<file path="config.mk">
export PLATFORM = sky130hd
export DESIGN_NAME = led_pattern_generator
export DESIGN_NICKNAME = d
export VERILOG_FILES = /design/src/rtl/lpg_pkg.sv /design/src/rtl/lpg_div.sv /design/src/rtl/led_pattern_generator.sv
export SDC_FILE = /design/constraint.sdc
export NUM_CORES = 1
export LEC_CHECK = 0
export CORE_MARGIN = 2
export CORE_UTILIZATION = 50
export DETAILED_ROUTE_END_ITERATION = 7
export DONT_BUFFER_PORTS = 1
export PLACE_DENSITY = 0.69
export SLEW_MARGIN = 5
export SYNTH_ARGS = -nofsm -noshare
export SYNTH_HDL_FRONTEND = slang
export SYNTH_SLANG_ARGS = --single-unit
</file>
<file path="constraint.sdc">
create_clock -name clk -period 6.5 [get_ports clk]
set_input_delay 0.325 -clock clk [delete_from_list [all_inputs] [get_ports clk]]
set_output_delay 0.325 -clock clk [all_outputs]
set_load 0.02 [all_outputs]
</file>
<file path="src/rtl/lpg_pkg.sv">
// Shared types and constants for the LED pattern generator.
// Used by lpg_div.sv and led_pattern_generator.sv; no dependencies.
package lpg_pkg;

    // Shared serial divider: 32-bit dividend, divisor up to on+off flash length.
    localparam int DIV_W     = 32;
    localparam int DSR_W     = 17;
    localparam int DIV_STEPS = 32;
    localparam int CNT_W     = $clog2(DIV_STEPS + 1);

    // Wave entries are Q16 and reach 1.0 at mid-period.
    localparam int WAVE_W    = 17;
    localparam int WAVE_FRAC = 16;

    localparam logic [31:0] SOS_STEP_MS = 32'd150;
    localparam logic [7:0]  FULL_SCALE  = 8'd255;

    // SOS on/off sequence, bit i is step i (32 steps).
    localparam logic [31:0] SOS_PATTERN = 32'h0547_7715;

    localparam logic [7:0]  BRIGHTNESS_RST     = 8'd255;
    localparam logic [15:0] SLOW_HALF_RST      = 16'd500;
    localparam logic [15:0] FAST_HALF_RST      = 16'd100;
    localparam logic [15:0] MOTION_HALF_RST    = 16'd250;
    localparam logic [15:0] TRANSMIT_HALF_RST  = 16'd50;
    localparam logic [15:0] PULSE_PERIOD_RST   = 16'd2000;
    localparam logic [15:0] FLASH_LEN_RST      = 16'd50;

    typedef enum logic [2:0] {
        CMD_TICK        = 3'd0,
        CMD_SET_PATTERN = 3'd1,
        CMD_FLASH       = 3'd2,
        CMD_FORCE_ON    = 3'd3,
        CMD_FORCE_OFF   = 3'd4,
        CMD_TOGGLE      = 3'd5
    } cmd_t;

    typedef enum logic [2:0] {
        PAT_OFF      = 3'd0,
        PAT_ON       = 3'd1,
        PAT_SLOW     = 3'd2,
        PAT_FAST     = 3'd3,
        PAT_MOTION   = 3'd4,
        PAT_TRANSMIT = 3'd5,
        PAT_SOS      = 3'd6,
        PAT_PULSE    = 3'd7
    } pattern_t;

    typedef enum logic [2:0] {
        CFG_BRIGHTNESS    = 3'd0,
        CFG_ACTIVE_LOW    = 3'd1,
        CFG_SLOW_HALF     = 3'd2,
        CFG_FAST_HALF     = 3'd3,
        CFG_MOTION_HALF   = 3'd4,
        CFG_TRANSMIT_HALF = 3'd5,
        CFG_PULSE_PERIOD  = 3'd6
    } cfg_idx_t;

    typedef enum logic [3:0] {
        ST_IDLE,
        ST_TICK,
        ST_FLASH_DIV,
        ST_PULSE_DIV,
        ST_PULSE_SCALE,
        ST_PULSE_IDX,
        ST_WAVE_READ,
        ST_WAVE_MUL,
        ST_WAVE_DUTY,
        ST_EMIT
    } lpg_state_t;

    typedef struct packed {
        logic             start;
        logic             short_run;
        logic [DIV_W-1:0] dividend;
        logic [DSR_W-1:0] divisor;
    } lpg_div_ctl_t;

    typedef struct packed {
        logic             done;
        logic [DIV_W-1:0] quotient;
        logic [DSR_W-1:0] remainder;
    } lpg_div_sts_t;

endpackage

</file>
<file path="src/rtl/lpg_div.sv">
// Bit-serial restoring divider, one quotient bit per cycle.
// Depends on lpg_pkg. A short run takes SHORT_STEPS bits for a dividend
// known to be below divisor << SHORT_STEPS.
module lpg_div
    import lpg_pkg::*;
#(
    parameter int SHORT_STEPS = 6
)
(
    input  logic         clk,
    input  logic         rst_n,
    input  lpg_div_ctl_t ctl,
    output lpg_div_sts_t sts
);

    localparam logic [CNT_W-1:0] SHORT_CNT = CNT_W'(SHORT_STEPS);
    localparam logic [CNT_W-1:0] FULL_CNT  = CNT_W'(DIV_STEPS);

    logic             busy_reg;
    logic             done_reg;
    logic [CNT_W-1:0] cnt_reg;
    logic [DSR_W-1:0] rem_reg;
    logic [DSR_W-1:0] rem_next;
    logic [DIV_W-1:0] dq_reg;
    logic [DIV_W-1:0] dq_next;
    logic [DSR_W-1:0] dsr_reg;
    logic [DSR_W+1:0] trial;
    logic             ge;

    // Trial subtract of the divisor from the shifted partial remainder.
    assign trial    = {1'b0, rem_reg, dq_reg[DIV_W-1]} - {2'b00, dsr_reg};
    assign ge       = ~trial[DSR_W+1];
    assign rem_next = ge ? trial[DSR_W-1:0] : {rem_reg[DSR_W-2:0], dq_reg[DIV_W-1]};
    assign dq_next  = {dq_reg[DIV_W-2:0], ge};

    always_ff @(posedge clk or negedge rst_n)
    begin
        if (!rst_n)
        begin
            busy_reg <= 1'b0;
            done_reg <= 1'b0;
            cnt_reg  <= '0;
        end
        else
        begin
            done_reg <= 1'b0;
            if (ctl.start)
            begin
                busy_reg <= 1'b1;
                cnt_reg  <= ctl.short_run ? SHORT_CNT : FULL_CNT;
            end
            else if (busy_reg)
            begin
                cnt_reg <= cnt_reg - 1'b1;
                if (cnt_reg == CNT_W'(1))
                begin
                    busy_reg <= 1'b0;
                    done_reg <= 1'b1;
                end
            end
        end
    end

    always_ff @(posedge clk)
    begin
        if (ctl.start)
        begin
            dsr_reg <= ctl.divisor;
            if (ctl.short_run)
            begin
                rem_reg <= DSR_W'(ctl.dividend >> SHORT_STEPS);
                dq_reg  <= ctl.dividend << (DIV_W - SHORT_STEPS);
            end
            else
            begin
                rem_reg <= '0;
                dq_reg  <= ctl.dividend;
            end
        end
        else if (busy_reg)
        begin
            rem_reg <= rem_next;
            dq_reg  <= dq_next;
        end
    end

    assign sts.done      = done_reg;
    assign sts.quotient  = dq_reg;
    assign sts.remainder = rem_reg;

endmodule

</file>
<file path="src/rtl/led_pattern_generator.sv">
// LED pattern generator: one word in, one result word out, one word at a time.
// Commands go from idle to the emit state; a plain tick passes the tick state
// first. A flash tick runs one divide and a pulse tick up to two, so both long
// cases are set by the bit-serial divider (one bit a cycle).
// The next word is taken when the previous one has reached the output register.
// Async active-low reset restores control and config registers; datapath and output word are not reset.
module led_pattern_generator
    import lpg_pkg::*;
#(
    parameter int WAVE_TABLE_DEPTH = 64
)
(
    input  logic        clk,
    input  logic        rst_n,
    // input channel
    input  logic        in_valid,
    output logic        in_stall,
    input  logic [2:0]  command,
    input  logic [2:0]  pattern_sel,
    input  logic [15:0] flash_cycles,
    input  logic [15:0] flash_on_ms,
    input  logic [15:0] flash_off_ms,
    // output channel
    output logic        out_valid,
    input  logic        out_stall,
    output logic [7:0]  duty,
    output logic        lit,
    output logic        flash_active,
    output logic [2:0]  active_pattern,
    // configuration
    input  logic        cfg_we,
    input  logic [2:0]  cfg_index,
    input  logic [15:0] cfg_data
);

    // Index of the wave ROM; the second divide yields exactly these bits.
    localparam int IDX_W = $clog2(WAVE_TABLE_DEPTH);
    localparam logic [IDX_W:0] DEPTH_C = (IDX_W + 1)'(WAVE_TABLE_DEPTH);
    localparam longint unsigned DD = longint'(WAVE_TABLE_DEPTH) * longint'(WAVE_TABLE_DEPTH);

    // ------------------------------------------------------------------
    // Breathing wave ROM: (1-cos)/2 approximation, Q16, built at elaboration.
    // ------------------------------------------------------------------
    logic [WAVE_W-1:0] wave_rom [WAVE_TABLE_DEPTH];

    for (genvar gi = 0; gi < WAVE_TABLE_DEPTH; gi++)
    begin : g_wave
        localparam longint unsigned PI_C =
            longint'(gi) * (longint'(WAVE_TABLE_DEPTH) - longint'(gi));
        localparam longint unsigned SI_C = (64'd1048576 * PI_C) / (64'd5 * DD - 64'd4 * PI_C);
        localparam longint unsigned WI_C = (SI_C * SI_C) >> 16;
        assign wave_rom[gi] = WAVE_W'(WI_C);
    end

    // ------------------------------------------------------------------
    // Configuration registers
    // ------------------------------------------------------------------
    logic [7:0]  brightness_reg;
    logic        active_low_reg;
    logic [15:0] slow_half_reg;
    logic [15:0] fast_half_reg;
    logic [15:0] motion_half_reg;
    logic [15:0] transmit_half_reg;
    logic [15:0] pulse_period_reg;

    always_ff @(posedge clk or negedge rst_n)
    begin
        if (!rst_n)
        begin
            brightness_reg    <= BRIGHTNESS_RST;
            active_low_reg    <= 1'b0;
            slow_half_reg     <= SLOW_HALF_RST;
            fast_half_reg     <= FAST_HALF_RST;
            motion_half_reg   <= MOTION_HALF_RST;
            transmit_half_reg <= TRANSMIT_HALF_RST;
            pulse_period_reg  <= PULSE_PERIOD_RST;
        end
        else if (cfg_we)
        begin
            case (cfg_idx_t'(cfg_index))
                CFG_BRIGHTNESS:    brightness_reg    <= cfg_data[7:0];
                CFG_ACTIVE_LOW:    active_low_reg    <= cfg_data[0];
                CFG_SLOW_HALF:     slow_half_reg     <= cfg_data;
                CFG_FAST_HALF:     fast_half_reg     <= cfg_data;
                CFG_MOTION_HALF:   motion_half_reg   <= cfg_data;
                CFG_TRANSMIT_HALF: transmit_half_reg <= cfg_data;
                CFG_PULSE_PERIOD:  pulse_period_reg  <= cfg_data;
                default: ;
            endcase
        end
    end

    // ------------------------------------------------------------------
    // Pattern state
    // ------------------------------------------------------------------
    lpg_state_t  state_reg,      state_next;
    logic [31:0] now_ms_reg,     now_ms_next;
    logic [31:0] last_step_reg,  last_step_next;
    logic [31:0] flash_start_reg, flash_start_next;
    logic        led_lit_reg,    led_lit_next;
    pattern_t    pattern_reg,    pattern_next;
    logic        in_flash_reg,   in_flash_next;
    logic [15:0] flash_target_reg, flash_target_next;
    logic [15:0] flash_on_reg,   flash_on_next;
    logic [15:0] flash_off_reg,  flash_off_next;
    logic [4:0]  sos_pos_reg,    sos_pos_next;
    logic [7:0]  duty_reg,       duty_next;
    logic        out_valid_reg,  out_valid_next;

    // Pulse datapath and output word (no reset needed)
    logic [DIV_W-1:0]       prod_reg,   prod_next;
    logic [IDX_W-1:0]       idx_reg,    idx_next;
    logic [WAVE_W-1:0]      wave_reg,   wave_next;
    logic [WAVE_W+7:0]      scaled_reg, scaled_next;
    logic [7:0]             out_duty_reg,    out_duty_next;
    logic                   out_lit_reg,     out_lit_next;
    logic                   out_flash_reg,   out_flash_next;
    logic [2:0]             out_pattern_reg, out_pattern_next;

    // Shared divider
    lpg_div_ctl_t div_ctl;
    lpg_div_sts_t div_sts;

    lpg_div #(
        .SHORT_STEPS (IDX_W)
    ) u_div (
        .clk   (clk),
        .rst_n (rst_n),
        .ctl   (div_ctl),
        .sts   (div_sts)
    );

    // ------------------------------------------------------------------
    // Helpers
    // ------------------------------------------------------------------
    function automatic logic [7:0] polarity(input logic [7:0] v, input logic inv);
        return inv ? 8'(FULL_SCALE - v) : v;
    endfunction

    logic [15:0]       blink_half;
    logic [31:0]       since_step;
    logic              blink_due;
    logic              sos_due;
    logic [DSR_W-1:0]  flash_len;
    logic              flash_lit;
    logic              flash_over;
    logic [7:0]        on_duty;
    logic [7:0]        off_duty;
    logic [16+IDX_W:0] idx_scaled;
    pattern_t          sel_pat;

    always_comb
    begin
        case (pattern_reg)
            PAT_FAST:     blink_half = fast_half_reg;
            PAT_MOTION:   blink_half = motion_half_reg;
            PAT_TRANSMIT: blink_half = transmit_half_reg;
            default:      blink_half = slow_half_reg;
        endcase
    end

    // Elapsed times are modulo 2^32, like the millisecond counter.
    assign since_step = now_ms_reg - last_step_reg;
    assign blink_due  = since_step >= {16'd0, blink_half};
    assign sos_due    = since_step >= SOS_STEP_MS;

    assign flash_len  = {1'b0, flash_on_reg} + {1'b0, flash_off_reg};
    assign flash_lit  = div_sts.remainder < {1'b0, flash_on_reg};
    assign flash_over = div_sts.quotient >= {16'd0, flash_target_reg};

    assign on_duty    = polarity(brightness_reg, active_low_reg);
    assign off_duty   = polarity(8'd0, active_low_reg);

    // remainder of now / period is below 2^16
    assign idx_scaled = div_sts.remainder[15:0] * DEPTH_C;
    assign sel_pat    = pattern_t'(pattern_sel);

    assign in_stall   = (state_reg != ST_IDLE);

    // ------------------------------------------------------------------
    // Sequencer: next state and register updates
    // ------------------------------------------------------------------
    always_comb
    begin
        state_next        = state_reg;
        now_ms_next       = now_ms_reg;
        last_step_next    = last_step_reg;
        flash_start_next  = flash_start_reg;
        led_lit_next      = led_lit_reg;
        pattern_next      = pattern_reg;
        in_flash_next     = in_flash_reg;
        flash_target_next = flash_target_reg;
        flash_on_next     = flash_on_reg;
        flash_off_next    = flash_off_reg;
        sos_pos_next      = sos_pos_reg;
        duty_next         = duty_reg;
        prod_next         = prod_reg;
        idx_next          = idx_reg;
        wave_next         = wave_reg;
        scaled_next       = scaled_reg;
        out_duty_next     = out_duty_reg;
        out_lit_next      = out_lit_reg;
        out_flash_next    = out_flash_reg;
        out_pattern_next  = out_pattern_reg;

        div_ctl.start     = 1'b0;
        div_ctl.short_run = 1'b0;
        div_ctl.dividend  = now_ms_reg;
        div_ctl.divisor   = {1'b0, pulse_period_reg};

        // result word leaves when taken
        out_valid_next = out_valid_reg && out_stall;

        case (state_reg)
            ST_IDLE:
            begin
                if (in_valid)
                begin
                    state_next = ST_EMIT;
                    case (cmd_t'(command))
                        CMD_TICK:
                        begin
                            now_ms_next = now_ms_reg + 32'd1;
                            state_next  = ST_TICK;
                        end
                        CMD_SET_PATTERN:
                        begin
                            if (sel_pat != pattern_reg)
                            begin
                                pattern_next   = sel_pat;
                                last_step_next = now_ms_reg;
                                led_lit_next   = 1'b0;
                                in_flash_next  = 1'b0;
                            end
                        end
                        CMD_FLASH:
                        begin
                            in_flash_next     = 1'b1;
                            flash_target_next = flash_cycles;
                            flash_on_next     = flash_on_ms;
                            flash_off_next    = flash_off_ms;
                            flash_start_next  = now_ms_reg;
                        end
                        CMD_FORCE_ON:
                        begin
                            led_lit_next = 1'b1;
                            duty_next    = on_duty;
                        end
                        CMD_FORCE_OFF:
                        begin
                            led_lit_next = 1'b0;
                            duty_next    = off_duty;
                        end
                        CMD_TOGGLE:
                        begin
                            led_lit_next = ~led_lit_reg;
                            duty_next    = led_lit_reg ? off_duty : on_duty;
                        end
                        default: ;
                    endcase
                end
            end

            ST_TICK:
            begin
                state_next = ST_EMIT;
                if (in_flash_reg)
                begin
                    if (flash_len == '0)
                    begin
                        // zero-length flash cycle: dark and done at once
                        led_lit_next  = 1'b0;
                        duty_next     = off_duty;
                        in_flash_next = 1'b0;
                        if (pattern_reg != PAT_OFF)
                        begin
                            pattern_next   = PAT_OFF;
                            last_step_next = now_ms_reg;
                        end
                    end
                    else
                    begin
                        div_ctl.start    = 1'b1;
                        div_ctl.dividend = now_ms_reg - flash_start_reg;
                        div_ctl.divisor  = flash_len;
                        state_next       = ST_FLASH_DIV;
                    end
                end
                else
                begin
                    case (pattern_reg)
                        PAT_OFF:
                        begin
                            led_lit_next = 1'b0;
                            duty_next    = off_duty;
                        end
                        PAT_ON:
                        begin
                            led_lit_next = 1'b1;
                            duty_next    = on_duty;
                        end
                        PAT_SLOW, PAT_FAST, PAT_MOTION, PAT_TRANSMIT:
                        begin
                            if (blink_due)
                            begin
                                led_lit_next   = ~led_lit_reg;
                                duty_next      = led_lit_reg ? off_duty : on_duty;
                                last_step_next = now_ms_reg;
                            end
                        end
                        PAT_SOS:
                        begin
                            if (sos_due)
                            begin
                                led_lit_next   = SOS_PATTERN[sos_pos_reg];
                                duty_next      = SOS_PATTERN[sos_pos_reg] ? on_duty : off_duty;
                                sos_pos_next   = sos_pos_reg + 5'd1;
                                last_step_next = now_ms_reg;
                            end
                        end
                        default:
                        begin
                            // breathing pulse: phase = now mod period
                            if (pulse_period_reg == '0)
                            begin
                                idx_next   = '0;
                                state_next = ST_WAVE_READ;
                            end
                            else
                            begin
                                div_ctl.start = 1'b1;
                                state_next    = ST_PULSE_DIV;
                            end
                        end
                    endcase
                end
            end

            ST_FLASH_DIV:
            begin
                if (div_sts.done)
                begin
                    led_lit_next = flash_lit;
                    duty_next    = flash_lit ? on_duty : off_duty;
                    if (flash_over)
                    begin
                        in_flash_next = 1'b0;
                        if (pattern_reg != PAT_OFF)
                        begin
                            pattern_next   = PAT_OFF;
                            last_step_next = now_ms_reg;
                            led_lit_next   = 1'b0;
                        end
                    end
                    state_next = ST_EMIT;
                end
            end

            ST_PULSE_DIV:
            begin
                if (div_sts.done)
                begin
                    prod_next  = DIV_W'(idx_scaled);
                    state_next = ST_PULSE_SCALE;
                end
            end

            ST_PULSE_SCALE:
            begin
                // index = phase * depth / period, quotient fits in IDX_W bits
                div_ctl.start     = 1'b1;
                div_ctl.short_run = 1'b1;
                div_ctl.dividend  = prod_reg;
                state_next        = ST_PULSE_IDX;
            end

            ST_PULSE_IDX:
            begin
                if (div_sts.done)
                begin
                    idx_next   = div_sts.quotient[IDX_W-1:0];
                    state_next = ST_WAVE_READ;
                end
            end

            ST_WAVE_READ:
            begin
                wave_next  = wave_rom[idx_reg];
                state_next = ST_WAVE_MUL;
            end

            ST_WAVE_MUL:
            begin
                scaled_next = wave_reg * brightness_reg;
                state_next  = ST_WAVE_DUTY;
            end

            ST_WAVE_DUTY:
            begin
                // pulse moves duty only, lit stays as it was
                duty_next  = polarity(scaled_reg[WAVE_FRAC +: 8], active_low_reg);
                state_next = ST_EMIT;
            end

            ST_EMIT:
            begin
                if (!out_valid_reg || !out_stall)
                begin
                    out_valid_next   = 1'b1;
                    out_duty_next    = duty_reg;
                    out_lit_next     = led_lit_reg;
                    out_flash_next   = in_flash_reg;
                    out_pattern_next = pattern_reg;
                    state_next       = ST_IDLE;
                end
            end

            default:
            begin
                state_next = ST_IDLE;
            end
        endcase
    end

    // ------------------------------------------------------------------
    // Registers
    // ------------------------------------------------------------------
    always_ff @(posedge clk or negedge rst_n)
    begin
        if (!rst_n)
        begin
            state_reg        <= ST_IDLE;
            now_ms_reg       <= '0;
            last_step_reg    <= '0;
            flash_start_reg  <= '0;
            led_lit_reg      <= 1'b0;
            pattern_reg      <= PAT_OFF;
            in_flash_reg     <= 1'b0;
            flash_target_reg <= '0;
            flash_on_reg     <= FLASH_LEN_RST;
            flash_off_reg    <= FLASH_LEN_RST;
            sos_pos_reg      <= '0;
            duty_reg         <= '0;    // off level, active_low resets to 0
            out_valid_reg    <= 1'b0;
        end
        else
        begin
            state_reg        <= state_next;
            now_ms_reg       <= now_ms_next;
            last_step_reg    <= last_step_next;
            flash_start_reg  <= flash_start_next;
            led_lit_reg      <= led_lit_next;
            pattern_reg      <= pattern_next;
            in_flash_reg     <= in_flash_next;
            flash_target_reg <= flash_target_next;
            flash_on_reg     <= flash_on_next;
            flash_off_reg    <= flash_off_next;
            sos_pos_reg      <= sos_pos_next;
            duty_reg         <= duty_next;
            out_valid_reg    <= out_valid_next;
        end
    end

    always_ff @(posedge clk)
    begin
        prod_reg        <= prod_next;
        idx_reg         <= idx_next;
        wave_reg        <= wave_next;
        scaled_reg      <= scaled_next;
        out_duty_reg    <= out_duty_next;
        out_lit_reg     <= out_lit_next;
        out_flash_reg   <= out_flash_next;
        out_pattern_reg <= out_pattern_next;
    end

    assign out_valid      = out_valid_reg;
    assign duty           = out_duty_reg;
    assign lit            = out_lit_reg;
    assign flash_active   = out_flash_reg;
    assign active_pattern = out_pattern_reg;

endmodule

</file>
=== After elaboration in Yosys (flattened, before gate mapping) ===
Memories as Yosys holds them, arrays and structs flattened. A register that Yosys moved wholly into a read port is not among the register bits.
Cells that the tools add are included.

* Logic and storage cells: 244
* Register bits after elaboration: 389
* Output and inout port bits: 15
* Memory bits (read-only): 1120
* Memories: 2
* Input port bits: 78

* Eq/ne operators: 50
* Add/subtract/negate cells: 9
* Bitwise gates (word level): 5
* Magnitude comparators: 5
* Muxes and demuxes: 100
* Multipliers: 1
* Reduce and logical (&&, ||, !) cells: 38

{| class="wikitable"
|+ Memories
! memory !! words !! width !! rd ports !! clocked after memory_dff !! write ports !! line !! text
|-
| (name not given) || 64 || 17 || 1 || 1 || 0 || led_pattern_generator.sv:388 || <nowiki>wave_next = wave_rom[idx_reg];</nowiki>
|-
| (name not given) || 32 || 1 || 1 || 0 || 0 || led_pattern_generator.sv:316 || <nowiki>duty_next = SOS_PATTERN[sos_pos_reg] ? on_duty : off_duty;</nowiki>
|}

{| class="wikitable"
|+ Operator list
! kind !! count
|-
| $mux 32 || 13
|-
| $pmux 32 s2 || 2
|-
| $mux 49 || 2
|-
| $mux 8 || 12
|-
| $pmux 32 s3 || 1
|-
| $mux 17 || 4
|-
| $ge 32x16->1 || 2
|-
| $pmux 8 s4 || 2
|-
| $sub 32x32->32 || 2
|-
| $pmux 16 s3 || 1
|-
| $mux 6 || 7
|-
| $pmux 4 s10 || 1
|-
| $mux 4 || 9
|-
| $add 32x1->32 const B || 1
|-
| $ge 32x8->1 const B || 1
|-
| $mux 1 || 27
|-
| $mux 3 || 9
|-
| $eq 3x3->1 const B || 8
|-
| $mul 17x8->24 || 1
|-
| $pmux 8 s3 || 1
|-
| $sub 18x17->19 || 1
|-
| $eq 3x2->1 const B || 6
|-
| $ne 2x2->1 const B || 9
|-
| $reduce_and 2->1 || 9
|-
| 49 further kinds || 77
|}

=== Longest topological paths before layout ===
Gate-level depths: netlist of run 1.

* Depth in word-level cells: 7
* Mapped depth: 22
* Depth with buffers taken out: 20

=== Cells and area by module ===
From an unflattened synthesis of run 1, not the netlist that was laid out.

* Cells, all modules: 2962
* Area, all modules: 28975.3 µm²

{| class="wikitable"
|+ By module, submodules not included
! module !! seq. area each (µm²) !! instances !! area each (µm²) !! cells each
|-
| led_pattern_generator || 8255.4 || 1 || 24845.1 || 2598
|-
| lpg_div || 2182.1 || 1 || 4130.2 || 364
|}

=== Worst setup path before layout of run 1 ===
OpenSTA, ideal clock, no wires.

* Kind: register -> register
* Start point: reg brightness_reg[7]
* End point: reg scaled_reg[23], data pin
* Setup time: 260 ps
* Slack: 902 ps
* Stages on the path, launching flop included: 22
* Period minus slack after synthesis: 5598 ps
* Data required time: 6240 ps
* Arrival time: 5338 ps
* Buffers on the path: 3
* Cells stage by stage: dfstp_2 -> clkbuf_1 -> clkbuf_1 -> clkbuf_1 -> nand2_1 -> fa_1 -> inv_1 -> fa_1 -> inv_1 -> fa_1 -> fa_1 -> inv_1 -> ha_1 -> a21o_1 -> a21oi_1 -> nand2b_1 -> nand2_1 -> a31oi_1 -> o41ai_1 -> o2111ai_1 -> a21oi_1 -> xnor2_1

* Longest elaborated chain between the ends: 1

{| class="wikitable"
|+ Ends and longest elaborated chain
! element !! line !! text
|-
| start: declaration || led_pattern_generator.sv:58 || <nowiki>logic [7:0] brightness_reg;</nowiki>
|-
| start signal: assignment || led_pattern_generator.sv:81 || <nowiki>CFG_BRIGHTNESS: brightness_reg <= cfg_data[7:0];</nowiki>
|-
| $mul 17x8->24 || led_pattern_generator.sv:394 || <nowiki>scaled_next = wave_reg * brightness_reg;</nowiki>
|-
| end signal: assignment || led_pattern_generator.sv:469 || <nowiki>scaled_reg <= scaled_next;</nowiki>
|-
| end: declaration || led_pattern_generator.sv:114 || <nowiki>logic [WAVE_W+7:0] scaled_reg, scaled_next;</nowiki>
|}

No other way between the ends.
A chain may end at the register's enable or synchronous reset.

=== Worst setup path in the final report of run 1 ===
* Start point: reg now_ms_reg[2]
* End point: reg last_step_reg[14]

* Longest elaborated chain between the ends: 4
* Elaborated cells on any way between the ends: 6
* Classes of those cells: add/sub (1); order compare (2); eq/ne (2); reduce/logical (1)

{| class="wikitable"
|+ Ends and longest elaborated chain
! element !! line !! text
|-
| start: declaration || led_pattern_generator.sv:97 || <nowiki>logic [31:0] now_ms_reg, now_ms_next;</nowiki>
|-
| start signal: assignment || led_pattern_generator.sv:449 || <nowiki>now_ms_reg <= now_ms_next;</nowiki>
|-
| $sub 32x32->32 (*) || led_pattern_generator.sv:163 || <nowiki>assign since_step = now_ms_reg - last_step_reg;</nowiki>
|-
| $ge 32x8->1 / $ge 32x16->1 (equally long branches) || led_pattern_generator.sv:165, led_pattern_generator.sv:164 ||
|-
| $ne 4x4->1 (no line) || n/a ||
|-
| $reduce_and 10->1 (no line) (*) || n/a ||
|-
| end signal: assignment || led_pattern_generator.sv:450 || <nowiki>last_step_reg <= last_step_next;</nowiki>
|-
| end: declaration || led_pattern_generator.sv:98 || <nowiki>logic [31:0] last_step_reg, last_step_next;</nowiki>
|}

Every way passes the cells marked *; elsewhere a longest branch is shown, timed or not.

==> results of run 1 <==
## worst max path at each step
| stage | end | slack [ns] |
|---|---|---|
| after CTS | last_step_reg[13] | 0.88 |
| after detailed placement | scaled_reg[23] | 0.88 |
| final | last_step_reg[14] | 0.81 |
| after global placement | scaled_reg[23] | 0.99 |
| after global routing | scaled_reg[23] | 0.47 |
| after floorplan | scaled_reg[23] | 0.90 |
## cell usage after synthesis, types with 6 or more instances
library cell	count	area share [%]
inv_1	279	3.6
nand2_1	248	3.2
dfrtp_1	226	20
a21oi_1	209	3.6
ha_1	202	8.7
mux2_2	200	7.8
nor2_1	198	2.6
o21ai_0	184	3.2
edfxtp_1	126	13
clkbuf_1	119	1.5
fa_1	92	6.4
and2_1	86	1.9
xnor2_1	81	2.5
nor3_1	76	1.3
nand3_1	54	0.93
a21o_1	44	1.1
a211oi_1	38	0.99
dfstp_2	38	3.5
xor2_1	38	1.2
a31oi_1	27	0.58
mux2i_1	27	0.93
nand2b_1	27	0.58
mux2_4	26	1.3
nor2b_1	25	0.54
nand4_1	23	0.50
and3_1	22	0.48
o211ai_1	20	0.52
o21a_1	19	0.49
o31ai_1	19	0.49
a221o_1	18	0.62
nor4_1	18	0.39
a22oi_1	17	0.44
or3_1	16	0.35
o21bai_1	14	0.36
buf_1	12	0.16
or2_2	12	0.26
o2111ai_1	11	0.33
a21boi_0	9	0.23
a221oi_1	9	0.27
o22ai_1	9	0.19
a211o_1	8	0.24
a2111oi_0	6	0.18
o221ai_1	6	0.18
o311ai_0	6	0.18
## stage by stage
stage,worst slack [ns],power (mW),instance area [µm²],instances
final,0.809,15.6,32000,3847
after global routing,0.472,16.9,32000,3847
after CTS,0.879,15.6,31900,3845
after detailed placement,0.878,12.9,29700,3691
after global placement,0.994,12.6,29700,3691
after floorplan,0.902,10.7,28900,3021
## cells by family after synthesis
logic type	after synthesis	synth area share, %
AO/OA/AOI/OAI	708	15.4
AND/OR/NAND/NOR	837	14.0
multiplexers	256	10.3
buffers and inverters	417	5.50
adder cells (fa/ha/maj)	294	15.1
flip-flops	390	36.1
XOR/XNOR	119	3.60
## layout make-up
class	instances	area, µm²	area share [%]
Clock buffer	70	1360	4.26
Multi-Input combinational cell	2214	17000	53.0
Clock inverter	13	140	0.438
Timing Repair Buffer	114	1070	3.36
Sequential cell	390	10400	32.6
Inverter	281	1050	3.30
Tap cell	765	957	2.99
## routing by layer
metal  part of all wire, %  vias up  wire [µm]
met5                 0.017        -         13
met4                   3.1        2       2440
met3                   6.3      147       4910
met2                    46      739      36000
met1                    44    11265      34800
li1                      -    10739          -
## critical path: cells and delay by family (launching register included)
kind	cells	cell delay, ns
compound gates	8	1.96
simple gates	4	1.79
fa+ha+maj	2	0.68
mux	1	0.47
buf+inv	1	0.10
flops	1	0.50
## power by group
part	switching, mW	internal, mW	total, mW
Combinational	5.13	3.72	8.86
Sequential	0.688	3.51	4.19
Clock	1.06	1.53	2.58
Total	6.88	8.76	15.6
## timing repair
item / 4_1_cts / 5_1_grt
hold buffers: 71 / 1
hold endpoints to repair: 406 / 110
gates resized for setup: 0 / 0
==> impl_metrics.yaml, run 1 <==
power:
  peakVddDrop_uv: 496
  leakage_nw: 14.1
  p_per_area_nw_per_um2: 489
clock_network:
  h-tree-depth: 2
  cts_buffers: 45
  clock_path_buffers: 3
  cts_setup_buffers: 0
  cts-root-buf: "clkbuf_16"
  cts_tree: "built"
  path_clk_slew_ns: 0.06
  insertion_delay_ns: 0.59
  clkSinkCount: 390
hold_path:
  hp-start: "command[0]"
  min_path_type: "input port to flip-flop"
  min_to: "led_lit_reg"
  whs_path_depth: 3
timing:
  finalSetupViolCount: 0
  clock_skew_ns: 0.0234
  slew_headroom_pct: 12.8
  whs_ns: 0.0265
  rsz0062_at_grt: "no"
  max_freq_mhz: 176
  tns_ns: 0
  fin_crit_ns: 5.69
  period_share_pct: 87.5
  hold_violations: 0
  worst_pin_slew_ns: 1.30
  drv_slew: 0
route:
  drt_iter0_drc: 1938
  ant_nets: 0
  detail_route.wl_per_cell_um: 20.3
  dr.pass1.iters: 6
  num_vias: 22892
  viasPerCell: 5.95
  routed_wl_um: 78200
  drc: 0
cells_and_area:
  fill_cells: 4987
  final_cell_mix: "inv_1 (279), nand2_1 (247), dfrtp_1 (226)"
  layout_commonest_cell: "inv_1"
  nets: 3418
  drive_gt1_share_pct: 13.3
  areaGrowthSynthToFinish_pct: 10.6
  antenna_cells: 0
  postLayoutCoreUtil_pct: 55.6
yosys:
  synth_sequential_area_ratio_pct: 36.1
  synth_cell_types: 83
  netlist_instances: 3021
  async_flop_share_pct: 67.7
  synth_ff_type: "dfrtp_1"
  ys_warn_count: 0
  synth_edf_count: 126
  synth_area_per_cell_um2: 9.57
  synthesis.area_um2: 28900
  synth_seq_cells: 390
  syn-num-nets: 3393
die:
  die-area_um2: 59800
  ios: 93
  die_w_um: 245
  die_y_um: 245
  initial_core_util_pct: 50.3
  std_cell_rows: 88
  core_um2: 57500
worst_setup_path:
  r2r_end: "last_step_reg[14]"
  reg2reg_slack_ns: 0.81
  cp_common_cell: "o21ai_0"
  critPathKind: "flip-flop to flip-flop"
  crit_arrival_ns: 6.15
  crit_chain: "ha_1 > o21ai_0 > a211oi_2 > o21ai_0 > nand2_1 > o311ai_0 > inv_1 > ha_1 > o21ai_0 > nor3_1 > a211oi_1 > o21ai_0 > a21oi_1 > and4_1 > or4_2 > mux2_4"
  path_max_fanout: 32
  r2r-start: "now_ms_reg[2]"
  worst_path_largest_cell_delay_ns: 1.15
  start_kind: "flip-flop"
  worst_ep_required_time_ns: 6.96
  crit_slowest_cell: "or4_2"
  startpoint: "now_ms_reg[2]"
  end_kind: "flip-flop"
  ff2ff_path_depth: 16
outcome:
  status: "complete, no violations"
grt:
  busiest_layer: "met2"
  grt.overflow.total: 0
  grt_usage_pct: 26.1
  grt_max_degree: 265
  grt_pass1_vias: 22429
  grt_pass1_wl_um: 124000
  met2_usage_pct: 41.9
  use_met1_pct: 36.2
  antenna_found_initial: 2
  gr-usage-met3_pct: 3.80
place:
  gp_congestion: 0.921
  place_hpwl_um: 57200
  port_buffers: 0
flow_run:
  maxCapViolations: 0
(Power assumes the default switching activity.)
==> run 2: changes to the inputs <==
CORE_UTILIZATION = 66   (was 50)
PLACE_DENSITY = 0.86   (was 0.69)
==> run 2 against run 1 <==
- sequential power hardly changed
- combinational power grew 3.4%
- highest routed layer unchanged
- via count grew 5.0%
- routed wire length is 3.4% higher
- critical endpoint is now last_step_reg[20]
- final cell count decreased by 5.0%
==> impl_metrics.yaml, run 2 (synthesis gave the netlist of run 1 again) <==
outcome:
  status: "complete, no violations"
clock_network:
  insertion_delay_ns: 0.59
  cts-root-buf: "clkbuf_16"
  cts_tree: "built"
  path_clk_slew_ns: 0.06
  clock_path_buffers: 3
  cts_buffers: 42
  clkSinkCount: 390
  h-tree-depth: 2
  cts_setup_buffers: 0
route:
  routed_wl_um: 80900
  highest_layer: "met5"
  viasPerCell: 6.58
  wl_met2_um: 37100
  ant_nets: 0
  dr.pass1.iters: 6
  drt_iter0_drc: 2423
  wl_met3_um: 6760
  m1WireLength_um: 32900
  detail_route.wl_per_cell_um: 22.1
  drc: 0
  num_vias: 24047
worst_setup_path:
  start_kind: "flip-flop"
  crit_chain: "ha_1 > o21ai_0 > a211oi_2 > o21ai_0 > nand2_1 > o311ai_0 > inv_1 > ha_1 > o21ai_0 > nor3_1 > a211oi_1 > o21ai_0 > a21oi_1 > and4_1 > or4_2 > buf_4 > mux2_4"
  end_kind: "flip-flop"
  worst_ep_required_time_ns: 6.96
  worst_path_largest_cell_delay_ns: 1.01
  path_max_fanout: 19
  crit_slowest_cell: "or4_2"
  cp_common_cell: "o21ai_0"
  path_depth: 17
  r2r-start: "now_ms_reg[2]"
  crit_arrival_ns: 6.33
  r2r_end: "last_step_reg[20]"
  cp_top_family: "compound AO/OA/AOI/OAI gates"
  critPathBufInv: 2
  ff2ff_path_depth: 17
  critPathKind: "flip-flop to flip-flop"
  reg2reg_slack_ns: 0.63
power:
  switching_share_pct: 45.3
  p_switching_mw: 7.16
  power.total_mw: 15.8
  peakVddDrop_uv: 340
  leakage_nw: 14.0
  seq_power_share_pct: 26.7
  p_per_area_nw_per_um2: 500
  pwr-share-clk_pct: 15.3
  internal-power_mw: 8.63
  p_comb_share_pct: 58.0
hold_path:
  min_to: "in_flash_reg"
  whs_path_depth: 3
  min_path_type: "input port to flip-flop"
  hp-start: "command[0]"
die:
  core_um2: 43200
  std_cell_rows: 76
  initial_core_util_pct: 67.0
  die_y_um: 213
  ios: 93
  die_w_um: 213
  die-area_um2: 45500
place:
  place_ws_ns: 0.766
  placed_area_um2: 29400
  place_hpwl_um: 57400
  placedCellCount: 3504
  port_buffers: 0
  gp_congestion: 0.968
cells_and_area:
  final_cell_count_no_fill: 3656
  final_cell_mix: "inv_1 (279), nand2_1 (247), dfrtp_1 (226)"
  areaGrowthSynthToFinish_pct: 9.18
  drive_gt1_share_pct: 13.1
  fill_cells: 3118
  layout_commonest_cell: "inv_1"
  post-route-cell-area_um2: 31600
  nets: 3408
timing:
  hold_violations: 0
  fin_crit_ns: 5.87
  slew_headroom_pct: 14.1
  clock_skew_ns: 0.0220
  tns_ns: 0
  setup_slack_ns: 0.628
  max_freq_mhz: 170
  finalSetupViolCount: 0
  rsz0062_at_grt: "no"
  worst_pin_slew_ns: 1.28
  period_share_pct: 90.3
  drv_slew: 0
grt:
  grt_usage_pct: 35.9
  grt_pass1_vias: 23773
  grt.overflow.total: 0
  grt_max_degree: 265
  antenna_found_initial: 4
  grt_pass1_wl_um: 128000
flow_run:
  maxCapViolations: 0
run 2: power groups by stage:
stage | combinational, mW | sequential [mW] | clock [mW]
finish | 9.16 | 4.21 | 2.42
global placement | 8.35 | 4.17 | 0
floorplan | 6.84 | 3.86 | 0
CTS | 8.94 | 4.17 | 2.44
global route | 10.1 | 4.27 | 2.53
detailed placement | 8.78 | 4.21 | 0
run 2: repair_timing:
action,4_1_cts,5_1_grt
gates resized for setup,0,0
endpoints found under the hold margin,405,134
hold buffers,71,1
run 2: per-layer routing:
metal	up-vias	global-route usage (%)
met5	-	0
met4	4	17.2
met3	290	5.24
met2	1215	57.0
met1	11806	49.0
li1	10732	-
run 2: how the worst max path moves through the flow:
stage	to	slack (ns)	from
after floorplan	scaled_reg[23]	0.90	brightness_reg[7]
after global placement	scaled_reg[23]	0.82	brightness_reg[3]
after detailed placement	scaled_reg[23]	0.77	brightness_reg[3]
after CTS	scaled_reg[23]	0.78	brightness_reg[3]
after global routing	scaled_reg[23]	0.41	brightness_reg[3]
final	last_step_reg[20]	0.63	now_ms_reg[2]
run 2: layout make-up:
class	instances	area [µm²]	area share (%)
clock buffers	63	1270	4.03
inverters	281	1050	3.34
diodes	1	2.50	0.00793
flip-flops and latches	390	10400	33.1
repair buffers	107	1020	3.23
clock inverters	15	110	0.349
multi-input cells	2214	16900	53.7
well taps	585	732	2.32
run 2: through the flow:
| stage | hold WS (ns) | utilization [%] |
|---|---|---|
| floorplan | 0.0294 | - |
| finish | 0.0480 | 73.1 |
| global route | 0.0543 | 73.1 |
| detailed placement | 0.0420 | 68.2 |
| CTS | 0.00603 | 73.0 |
| global placement | 0.0434 | 68.2 |
run 2: worst register-to-register path, cell delays in order, from the launching register on:
cell and delay [ns]:
dfrtp_1 0.50, ha_1 0.40, o21ai_0 0.28, a211oi_2 0.11, o21ai_0 0.67, nand2_1 0.11, o311ai_0 0.43, inv_1 0.13
ha_1 0.31, o21ai_0 0.12, nor3_1 0.22, a211oi_1 0.12, o21ai_0 0.22, a21oi_1 0.13, and4_1 0.31, or4_2 1.01
buf_4 0.35, mux2_4 0.31
